===== src/rtl/bts_pkg.sv =====
// ----------------------------------------------------------------------------
// bts_pkg
// Shared widths, codes, state encoding and control types of the banded
// triangular solver.
// ----------------------------------------------------------------------------
package bts_pkg;

   // default storage sizes
   localparam int MAX_SIZE_DEF = 1024;
   localparam int MAX_BAND_DEF = 8;

   // field widths
   localparam int IDX_W      = 10;
   localparam int ROW_W      = 4;
   localparam int VAL_W      = 32;
   localparam int BW_W       = 4;
   localparam int SS_W       = 11;
   localparam int STAT_W     = 2;
   localparam int CSR_IDX_W  = 2;
   localparam int CSR_DATA_W = 32;
   localparam int QUO_W      = 32;
   localparam int FRAC_W     = 16;

   localparam logic [SS_W-1:0] SS_RESET = 11'd1024;

   // register indexes
   localparam logic [CSR_IDX_W-1:0] CSR_BAND_WIDTH  = 2'd0;
   localparam logic [CSR_IDX_W-1:0] CSR_SYSTEM_SIZE = 2'd1;
   localparam logic [CSR_IDX_W-1:0] CSR_TRANSPOSE   = 2'd2;

   // operations
   localparam logic OP_LOAD  = 1'b0;
   localparam logic OP_SOLVE = 1'b1;

   // status codes
   localparam logic [STAT_W-1:0] STAT_OK        = 2'd0;
   localparam logic [STAT_W-1:0] STAT_ZERO_DIAG = 2'd1;
   localparam logic [STAT_W-1:0] STAT_SAT       = 2'd2;

   typedef enum logic [3:0] {
      ST_IDLE,
      ST_PREP,
      ST_MOD,
      ST_SEEK,
      ST_MAC,
      ST_DIAG,
      ST_DIAGW,
      ST_CHECK,
      ST_DIV,
      ST_FIN,
      ST_WSEEK,
      ST_DONE
   } state_type;

   // control of one window cell
   typedef struct packed {
      logic rot;
      logic wr;
   } cell_ctl_type;

endpackage


===== src/rtl/bts_cell.sv =====
// ----------------------------------------------------------------------------
// bts_cell
// One slot of the solution window ring. Takes its neighbour's word when the
// ring rotates, or a new solution when written.
// ----------------------------------------------------------------------------
module bts_cell
   import bts_pkg::*;
#(
   parameter int WIDTH = 32
) (
   input  logic             clock,
   input  cell_ctl_type     ctl,
   input  logic [WIDTH-1:0] shift_in,
   input  logic [WIDTH-1:0] load_value,
   output logic [WIDTH-1:0] value
);

   logic [WIDTH-1:0] value_ff;
   logic [WIDTH-1:0] value_in;

   // rotate beats write
   always_comb begin
      if (ctl.rot) begin
         value_in = shift_in;
      end else if (ctl.wr) begin
         value_in = load_value;
      end else begin
         value_in = value_ff;
      end
   end

   always_ff @(posedge clock) begin
      value_ff <= value_in;
   end

   assign value = value_ff;

endmodule


===== config.mk =====
export PLATFORM = sky130hd
export DESIGN_NAME = bts_cell
export DESIGN_NICKNAME = d
export VERILOG_FILES = /design/src/rtl/bts_pkg.sv /design/src/rtl/bts_cell.sv
export SDC_FILE = /design/constraint.sdc
export NUM_CORES = 1
export LEC_CHECK = 0
export ABC_AREA = 1
export BUFFER_PORTS_ARGS = -buffer_cell sky130_fd_sc_hd__buf_2
export CORE_UTILIZATION = 38
export DETAILED_ROUTE_END_ITERATION = 8
export MAX_ROUTING_LAYER = met4
export PLACE_DENSITY = 0.75
export SLEW_MARGIN = 20
export SYNTH_ARGS = -nofsm -noshare
export SYNTH_HDL_FRONTEND = slang
export SYNTH_SLANG_ARGS = --single-unit

===== constraint.sdc =====
create_clock -name clock -period 2.83 [get_ports clock]
set_input_delay 0.4245 -clock clock [delete_from_list [all_inputs] [get_ports clock]]
set_output_delay 0.4245 -clock clock [all_outputs]
set_load 0.01 [all_outputs]

# Word level (Yosys, flattened, before mapping)
# Cells that the tools add are included.
# word_totals
mem_bits_rw	0
inputBits	67
latch_bits	0
romBits	0
memories	0
output_inout_bits	32
reg_bits	32
wordCells	4
# op_classes
n_lt_le_gt_ge	0
n_eq_ne	0
muxes	2
n_reduce_logical	1
bitwise	0
div_mod_pow	0
shifts	0
add_sub_neg	0
n_mul	0
# op_table
cell	count
$mux W32	2
$reduce_bool A2 Y1	1

# Depth between registers and ports, before layout
# depth
word_depth	2
ltp_mapped	5

# Worst setup path before layout
# No wires, ideal clock.
# synth_path
kind	input -> register
from	in ctl[1] (netlist name)
to	reg value_ff[0] (netlist: value[0]) (enable)
t_arrival_ns	1.055
setup_slack_ns	1.445
t_required_ns	2.501
setup_ns	0.329
n_path_buf	1
cell_stages	2
path_cell_list	buf_6 > or2_2
# synth_via
elab_chain_len	1
# synth_rtl
item	line	text
start, declared	bts_cell.sv:12	input cell_ctl_type ctl,
$reduce_bool A2 Y1 (no source line)	-	
end signal, assigned	bts_cell.sv:33	value_ff <= value_in;
end, declared	bts_cell.sv:18	logic [WIDTH-1:0] value_ff;
# No other way between the ends.
# A chain may end at the register's enable or synchronous reset.

# Worst setup path after layout
# layout_path
from	reg value_ff[28] (netlist: value[28])
to	out value[28]
# layout_lines
item	line	text
end, declared	bts_cell.sv:15	output logic [WIDTH-1:0] value
# No word-level cell between the ends.

==> impl_metrics.tcl <==
set metrics [dict create \
    status "finished, final reports clean" \
    endpoint "value[28]" \
    start_util_pct 40.7 \
    grt_pass1_wl_um 5200 \
    grt_usage_pct 18.1 \
    maxSlewHeadroom_pct 51.3 \
    numPortBuffers 98 \
    antenna_cells 0 \
    cp.depth 1 \
    ys_warn_count 0 \
    via_per_inst 4.30 \
    p_leak_nw 1.07 \
    wl_per_cell_um 11.1 \
    via_count 1218 \
    synth-seq-area-share_pct 68.6 \
    postPlaceCellArea_mm2 0.00189 \
    drive_above_1_share_pct 45.6 \
    whs_path_depth 3 \
    grt_overflow 0 \
    path_max_fanout 1 \
    num_io_pins 99 \
    rsz0062_at_grt "false" \
    syn_nets 204 \
    synth_cell_types 6 \
    cp-start-kind "flip-flop" \
    cts.repair.resized 0 \
    worstSetupStartpoint "value[28]" \
    setup_violations 0 \
    gp_congestion 0.695 \
    cts.sinks 32 \
    clockBufferDepth 2 \
    cts_buffers 5 \
    path_delay_family "flip-flops" \
    die_h_um 62.7 \
    hold_violations 0 \
    utilization_pct 58.0 \
    synthesis.area_mm2 0.00140 \
    cts_max_level 2 \
    routed-wl-met2_um 1520 \
    crit_type "flip-flop to output pin" \
    cts_setup_buffers 0 \
    finalMaxSlewViolations 0 \
    syn_area_per_cell_um2 10.2 \
    final_area_mm2 0.00200 \
    antenna_found_initial 0 \
    crit_required_ps 2410 \
    coreArea_mm2 0.00344 \
    hold_ws_ps 404 \
    crit_chain "buf_2" \
    setup_tns_ps 0 \
    period_share_pct 43.3 \
    firstDrtPassIters 4 \
    wl_um 3140 \
    clockRootBuffer "clkbuf_8" \
    m1WireLength_um 1380 \
    cts.reportedPaths.clkPinSlew_ps 70 \
    cpPeakStageDelay_ps 370 \
    wl_met3_um 189 \
    hpwl_um 2230 \
    power.density_mw_per_mm2 598 \
    rows 21 \
    largest_register_ffs 32 \
    ctsHoldBuffers 0 \
    hold_path.class "primary input to flip-flop" \
    end_kind "output pin" \
    first_iter_violations 46 \
    ant_nets 0 \
    grt_pass1_vias 1169 \
    power_mw 1.19 \
    nets 303 \
    ir_drop_v 0.000284 \
    cpMaxStageDelayCell "edfxtp_1" \
    path_buf_inv 1 \
    crit_arrival_ps 800 \
    worstMarginPinSlew_ps 731 \
    die_w_um 62.7 \
    drcViolationCount 0 \
    ys_ff_latch 32 \
    top_layer "met4" \
    grt_max_degree 34 \
    syn_inst 137 \
    die_area_mm2 0.00393 \
    max_freq_mhz 815 \
    cap_violations 0 \
    syn2layout_area_growth_pct 42.5 \
    cts_tree "done" \
    fin_crit_ps 1230 \
]
==> cell usage in the layout (no fill, tap or decap) <==
cell and count:
buf_2 98, buf_4 1, bufinv_16 1, clkbuf_1 1, clkbuf_8 5, clkinv_2 1
edfxtp_1 32, inv_4 1, nand2_1 96, or2_2 1
==> worst min-delay path by stage <==
| stage | slack (ps) | from | end |
|---|---|---|---|
| after floorplan | 600 | load_value[0] | value[0] |
| after global placement | 690 | load_value[10] | value[10] |
| after detailed placement | 690 | load_value[20] | value[20] |
| after CTS | 400 | load_value[25] | value[25] |
| after global routing | 400 | load_value[25] | value[25] |
| final | 400 | load_value[24] | value[24] |
==> power by group <==
group          total, mW  switching (mW)  internal (mW)
sequential         0.594          0.0113          0.582
combinational      0.181          0.0995         0.0818
clock              0.420           0.159          0.261
==> cells in the mapped netlist <==
master / n / area share (%)
buf_4: 3 / 1.6
inv_4: 1 / 0.45
buf_6: 4 / 3.2
edfxtp_1: 32 / 69
nand2_1: 96 / 26
or2_2: 1 / 0.45
==> area by class of cell <==
| type | count | area, um^2 |
|---|---|---|
| clock inverter | 2 | 35.0 |
| clock buffer | 6 | 72.6 |
| tap | 46 | 57.6 |
| timing repair buffer | 99 | 498 |
| multi-input combinational | 97 | 367 |
| inverter | 1 | 6.26 |
| sequential | 32 | 961 |
| fill | 323 | 1450 |
==> through the flow <==
stage | instances | setup slack, ps
floorplan | 137 | 1450
global placement | 275 | 1350
detailed placement | 275 | 1340
CTS | 283 | 1590
global route | 283 | 1520
finish | 283 | 1600
==> kinds of logic (layout without fill, tap and decap cells) <==
family	count (synthesis)	count (layout)	synth area share, %
DFF	32	32	68.6
and+or+nand+nor	97	97	26.2
buffers and inverters	8	108	5.27
==> layer usage <==
| layer | vias to the layer above | GRT usage [%] |
|---|---|---|
| met2 | 57 | 30.7 |
| met5 | - | - |
| met1 | 520 | 19.5 |
| li1 | 634 | - |
| met4 | 0 | 7.56 |
| met3 | 7 | 5.47 |
(Power assumes the default switching activity.)
