**src/rtl/bts_pkg.sv**
```systemverilog
// ----------------------------------------------------------------------------
// bts_pkg
// Shared widths, codes, state encoding and control types of the banded
// triangular solver.
// ----------------------------------------------------------------------------
package bts_pkg;

   // default storage sizes
   localparam int MAX_SIZE_DEF = 1024;
   localparam int MAX_BAND_DEF = 8;

   // field widths
   localparam int IDX_W      = 10;
   localparam int ROW_W      = 4;
   localparam int VAL_W      = 32;
   localparam int BW_W       = 4;
   localparam int SS_W       = 11;
   localparam int STAT_W     = 2;
   localparam int CSR_IDX_W  = 2;
   localparam int CSR_DATA_W = 32;
   localparam int QUO_W      = 32;
   localparam int FRAC_W     = 16;

   localparam logic [SS_W-1:0] SS_RESET = 11'd1024;

   // register indexes
   localparam logic [CSR_IDX_W-1:0] CSR_BAND_WIDTH  = 2'd0;
   localparam logic [CSR_IDX_W-1:0] CSR_SYSTEM_SIZE = 2'd1;
   localparam logic [CSR_IDX_W-1:0] CSR_TRANSPOSE   = 2'd2;

   // operations
   localparam logic OP_LOAD  = 1'b0;
   localparam logic OP_SOLVE = 1'b1;

   // status codes
   localparam logic [STAT_W-1:0] STAT_OK        = 2'd0;
   localparam logic [STAT_W-1:0] STAT_ZERO_DIAG = 2'd1;
   localparam logic [STAT_W-1:0] STAT_SAT       = 2'd2;

   typedef enum logic [3:0] {
      ST_IDLE,
      ST_PREP,
      ST_MOD,
      ST_SEEK,
      ST_MAC,
      ST_DIAG,
      ST_DIAGW,
      ST_CHECK,
      ST_DIV,
      ST_FIN,
      ST_WSEEK,
      ST_DONE
   } state_type;

   // control of one window cell
   typedef struct packed {
      logic rot;
      logic wr;
   } cell_ctl_type;

endpackage

```
**src/rtl/bts_div.sv**
```systemverilog
// ----------------------------------------------------------------------------
// bts_div
// Restoring divider, one quotient bit a cycle: (dividend * 2^16) / divisor.
// Caller guarantees the quotient fits in QUO_W bits.
// ----------------------------------------------------------------------------
module bts_div
   import bts_pkg::*;
#(
   parameter int NUM_W = 53
) (
   input  logic             clock,
   input  logic             reset,
   input  logic             start,
   input  logic [NUM_W-1:0] dividend,
   input  logic [VAL_W-1:0] divisor,
   output logic             done,
   output logic [QUO_W-1:0] quotient
);

   localparam int DW    = NUM_W + FRAC_W;
   localparam int CNT_W = $clog2(QUO_W);

   logic [DW-1:0]    rem_ff, rem_in;
   logic [DW-1:0]    den_ff, den_in;
   logic [QUO_W-1:0] quo_ff, quo_in;
   logic [CNT_W-1:0] cnt_ff, cnt_in;
   logic             busy_ff, busy_in;
   logic             done_ff, done_in;

   // one compare and subtract per step
   always_comb begin
      rem_in  = rem_ff;
      den_in  = den_ff;
      quo_in  = quo_ff;
      cnt_in  = cnt_ff;
      busy_in = busy_ff;
      done_in = 1'b0;
      if (start) begin
         rem_in  = {dividend, {FRAC_W{1'b0}}};
         den_in  = DW'(divisor) << (QUO_W - 1);
         quo_in  = '0;
         cnt_in  = CNT_W'(QUO_W - 1);
         busy_in = 1'b1;
      end else if (busy_ff) begin
         if (rem_ff >= den_ff) begin
            rem_in = rem_ff - den_ff;
            quo_in = {quo_ff[QUO_W-2:0], 1'b1};
         end else begin
            quo_in = {quo_ff[QUO_W-2:0], 1'b0};
         end
         den_in = den_ff >> 1;
         if (cnt_ff == '0) begin
            busy_in = 1'b0;
            done_in = 1'b1;
         end else begin
            cnt_in = cnt_ff - 1'b1;
         end
      end
   end

   always_ff @(posedge clock) begin
      if (reset) begin
         busy_ff <= 1'b0;
         done_ff <= 1'b0;
      end else begin
         busy_ff <= busy_in;
         done_ff <= done_in;
      end
      rem_ff <= rem_in;
      den_ff <= den_in;
      quo_ff <= quo_in;
      cnt_ff <= cnt_in;
   end

   assign done     = done_ff;
   assign quotient = quo_ff;

endmodule

```
**config.mk**
```make
export PLATFORM = sky130hd
export DESIGN_NAME = bts_div
export DESIGN_NICKNAME = d
export VERILOG_FILES = /design/src/rtl/bts_pkg.sv /design/src/rtl/bts_div.sv
export SDC_FILE = /design/constraint.sdc
export NUM_CORES = 1
export LEC_CHECK = 0
export BUFFER_PORTS_ARGS = -buffer_cell sky130_fd_sc_hd__buf_2
export CAP_MARGIN = 20
export CELL_PAD_IN_SITES_DETAIL_PLACEMENT = 1
export CELL_PAD_IN_SITES_GLOBAL_PLACEMENT = 2
export CORE_MARGIN = 3
export CORE_UTILIZATION = 33
export CTS_CLUSTER_DIAMETER = 200
export DETAILED_ROUTE_END_ITERATION = 7
export GPL_TIMING_DRIVEN = 0
export PLACE_DENSITY = 0.75
export SLEW_MARGIN = 40
export SYNTH_ARGS = -nofsm -noshare
export SYNTH_HDL_FRONTEND = slang
export SYNTH_SLANG_ARGS = --single-unit
```
**constraint.sdc**
```tcl
create_clock -name clock -period 3.8 [get_ports clock]
set_input_delay 0.76 -clock clock [delete_from_list [all_inputs] [get_ports clock]]
set_output_delay 0.76 -clock clock [all_outputs]
set_load 0.02 [all_outputs]
```
; ---- Yosys cells after proc, flatten, opt, wreduce, memory -nomap -nowiden
; Cells that the tools add are included.
[totals]
word_cells = 30
output_inout_bits = 33
regBits = 171
input_bits = 88
[op_classes]
addsub = 2
muxes = 10
n_bitwise = 2
magnitude_cmp = 1
n_reduce_logical = 7
[op_table]
columns = cell, n
row1 = two-way mux 69 bit, 3
row2 = two-way mux 63 bit, 2
row3 = greater-or-equal comparator 69 x 63 -> 1 bit, 1
row4 = subtractor 69 x 63 -> 69 bit, 1
row5 = AND reduction 2 bit, 3
row6 = logical NOT 5 bit, 1
row7 = two-way mux 1 bit, 5
row8 = subtractor 5 x 1 -> 5 bit (second input constant), 1
row9 = nonzero test 2 bit, 2
row10 = OR reduction 3 bit, 1
row11 = inverter 1 bit, 2

; ---- Logic depth before layout (Yosys ltp)
[logic_depth]
ltp_word = 4
depth_mapped = 14
depth_no_buf = 13

; ---- Worst setup path after synthesis
; OpenSTA, ideal clock, no wires.
[synth_path]
path_type = flip-flop to flip-flop
from = register rem_ff[61]
to = register rem_ff[16], enable pin
stages_incl_launch_ff = 12
period_less_slack_ns = 3.912
arrival_time_ns = 3.493
setup_ns = 0.419
required_time_ns = 3.381
n_path_buf = 2
slack_ns = -0.112
cell_sequence = edfxtp_1 ha_1 buf_4 nand2_1 or4_1 or3_1 nor2_2 o211ai_4 nand2_4 nand2_4 buf_6 nand2b_1
[synth_via]
elab_chain_len = 3
[synth_rtl]
columns = element, line_no
row1 = "start, declared", bts_div.sv:23  ; logic [DW-1:0] rem_ff, rem_in;
row2 = "start signal, assigned", bts_div.sv:69  ; rem_ff <= rem_in;
row3 = greater-or-equal comparator 69 x 63 -> 1 bit, bts_div.sv:45  ; if (rem_ff >= den_ff) begin
row4 = nonzero test 2 bit (no line), -
row5 = AND reduction 2 bit (no line), -
; No other way between the ends.
; A chain may end at the register's enable or synchronous reset.

; ---- Final worst setup path
[layout_path]
from = register rem_ff[38]
to = register rem_ff[61], enable pin
; Same word-level chain as after synthesis.

==> metrics.md <==
| Metric | Value |
|---|---|
| Max_slew headroom | 0.452 |
| Critical-path maximum fanout | 33 |
| Drt first pass iters | 5 |
| Total Wirelength | 34.0 mm |
| Antenna violation net count after detailed routing | 0 |
| Fin cells | 1,832 |
| # placed instances | 1,799 |
| HP Start | quotient[0] |
| Die X | 189 µm |
| Hold Vio Cnt, Final | 0 |
| Post-DP HPWL | 26.6 mm |
| Initial DRC count | 484 |
| Design Area, Final | 12,900 µm² |
| FF-to-FF Start | rem_ff[38] |
| Syn avg cell area | 8.96 µm² |
| EDFF count, synth | 85 |
| CTS tree | yes |
| I/O pin total | 121 |
| Setup Viol. Count Final | 0 |
| Routability congestion estimate | 0.847 |
| First-pass GRT wire length | 54.4 mm |
| Minimum clock period | 3540 ps |
| Gr ovfl total | 0 |
| Clk buf depth | 2 |
| Clk_lat worst skew | 450 ps |
| Post-synthesis sequential area ratio | 0.386 |
| Final slew viol count | 0 |
| Flops & latches, synth | 171 |
| Startpoint Class | flip-flop |
| Post-layout net count | 1,530 |
| Total global-route track usage | 0.192 |
| Routed WL per cell | 18.5 µm |
| Drc violations | 0 |
| Pleak | 5.48 nW |
| Mapped cell area | 11,100 µm² |
| Layout cells sized above 1 | 0.156 |
| Number of global-route vias before repair | 9,954 |
| Port bufs | 120 |
| Setup Fix Bufs, Post-CTS | 0 |
| Area growth from synthesis to layout | 16.8% |
| Worst Tran Pin Value | 823 ps |
| DIE AREA | 35,800 µm² |
| Highest clock rate | 282 MHz |
| Crit path launch | rem_ff[38] |
| Root buf cell | clkbuf_16 |
| Starting Density | 0.338 |
| Post-DP Area | 12,300 µm² |
| Synthesized instance count | 1,236 |
| Fillers | 3,870 |
| Core Area | 32,800 µm² |
| Max IR drop VDD | 0.316 mV |
| Via total after detailed routing | 9,492 |
| Clock Skews | 9.86 ps |
| Netlist cell types | 68 |
| Die height | 189 µm |
| Ys async rst share | 0 |
| Crit path capture type | flip-flop |
| Crit path DAT | 3670 ps |
| Status | complete, no violations |
| Tcrit/Tclk final | 0.933 |
| FP Rows | 66 |
| Via density per instance | 5.18 |
| # H-tree levels | 4 |
| Hold WS | 493 ps |
| Largest net degree at the start of global routing | 34 |
| Clock slew at reported path FFs | 70 ps |
| Worst EP required | 3930 ps |
| Worst hold path class | reg2reg |
| Max-cap violations | 0 |
| Clock Sinks | 171 |
| Ys flop type | dfxtp_1 |
| Syn_nets | 1,390 |
| Power density cells | 514 nW/µm² |
| CTS buffer count | 17 |
| Crit path kind | reg2reg |
| Synth warn | 0 |
| Antenna violations before repair | 4 |
-- state kept, by name, summed over array words and instances (netlist names) --
| register | flops |
|---|---|
| busy_ff | 1 |
| cnt_ff | 5 |
| den_ff | 63 |
| done | 1 |
| quotient | 32 |
| rem_ff | 69 |
-- placed cells by master, fill, tap and decap left out, types with 15 or more instances in the layout --
| cell | n |
|---|---|
| buf_2 | 136 |
| nor2_1 | 119 |
| nand2_1 | 116 |
| dfxtp_1 | 86 |
| edfxtp_1 | 85 |
| a21oi_1 | 84 |
| inv_1 | 82 |
| mux2i_1 | 76 |
| o21ai_0 | 68 |
| ha_1 | 65 |
| clkbuf_1 | 48 |
| xnor2_1 | 46 |
| a21o_1 | 39 |
| a22o_1 | 27 |
| nand4_1 | 26 |
| clkbuf_16 | 21 |
| nor3_1 | 20 |
| o31ai_1 | 20 |
| xor2_1 | 20 |
| o21bai_1 | 16 |
| nand3_1 | 15 |
-- synthesized netlist by cell type, types with 22 or more instances --
cell type	number	share of area
nand4_1	26	0.015
a21o_1	39	0.026
inv_1	82	0.028
nand2_1	116	0.039
ha_1	65	0.073
a22o_1	27	0.021
o21ai_0	68	0.031
clkbuf_1	49	0.017
dfxtp_1	86	0.16
xnor2_1	46	0.036
a21oi_1	84	0.038
nor3_1	22	0.0099
nor2_1	119	0.040
mux2i_1	76	0.069
edfxtp_1	85	0.23
-- metrics by stage --
| step | util | total power [mW] | setup TNS, ps | worst slack (ps) |
|---|---|---|---|---|
| 2_1_floorplan | - | 4.10 | 0 | 485 |
| 3_3_place_gp | 0.373 | 4.74 | -24970 | -465 |
| 3_5_place_dp | 0.374 | 4.77 | -298 | -171 |
| 4_1_cts | 0.394 | 6.72 | 0 | 15.0 |
| 5_1_grt | 0.395 | 7.10 | -2.97 | -2.97 |
| 6_report | 0.395 | 6.65 | 0 | 256 |
-- layer usage --
layer	wire, µm	share of wire	vias to the layer above	track usage
met5	34	0.0010	-	0
met4	461	0.014	6	0.0452
met3	1250	0.037	30	0.0354
met2	15800	0.47	149	0.321
met1	16400	0.48	4604	0.257
li1	-	-	4703	-
-- logic make-up (layout without fill, tap and decap cells) --
logic type	after synthesis	in the layout	synth area share
XOR/XNOR	66	66	0.0522
multiplexers	76	76	0.0687
other	0	1	0
flip-flops	171	171	0.386
buffers and inverters	159	312	0.0597
adder cells (fa/ha/maj)	66	66	0.0752
AND/OR/NAND/NOR	363	363	0.151
AO/OA/AOI/OAI	335	335	0.207
-- critical path, cell delays in order, from the launching register on --
cell	delay [ps]
edfxtp_1	400
ha_1	290
clkbuf_1	340
and3_1	290
nand3_1	110
nor3_2	240
nand4_1	150
o221ai_1	270
a21oi_1	140
nand2_4	130
nand2_4	80
buf_6	170
nand2b_4	290
buf_12	270
-- worst paths after layout --
kind	to	slack, ps	cells past startpoint
min	quotient[0]	490	2
min reg2reg	quotient[0]	490	2
max	rem_ff[61]	260	13
max reg2reg	rem_ff[61]	260	13
-- report_power, final --
part           total, mW  internal, mW  switching [mW]
combinational       2.57          1.00            1.57
sequential          2.18          2.11          0.0649
clock               1.90          1.08           0.822
total               6.65          4.20            2.45
-- area by class of cell --
class                   count  area, µm²  area share
plain buffers              77        357      0.0276
clock inverters            10        113     0.00870
well taps                 442        553      0.0428
multi-input cells         906       6180       0.478
repair buffers            121        621      0.0480
clock buffers              22        529      0.0409
diodes                      1       2.50    0.000193
inverters                  82        308      0.0238
flip-flops and latches    171       4270       0.330
-- what timing repair did --
item,in CTS,in global routing
pin swaps,0,0
endpoints found under the setup margin,2,38
hold buffers,0,0
hold endpoints to repair,0,0
resized for setup,1,4
Power figures use the tool's default switching activity.
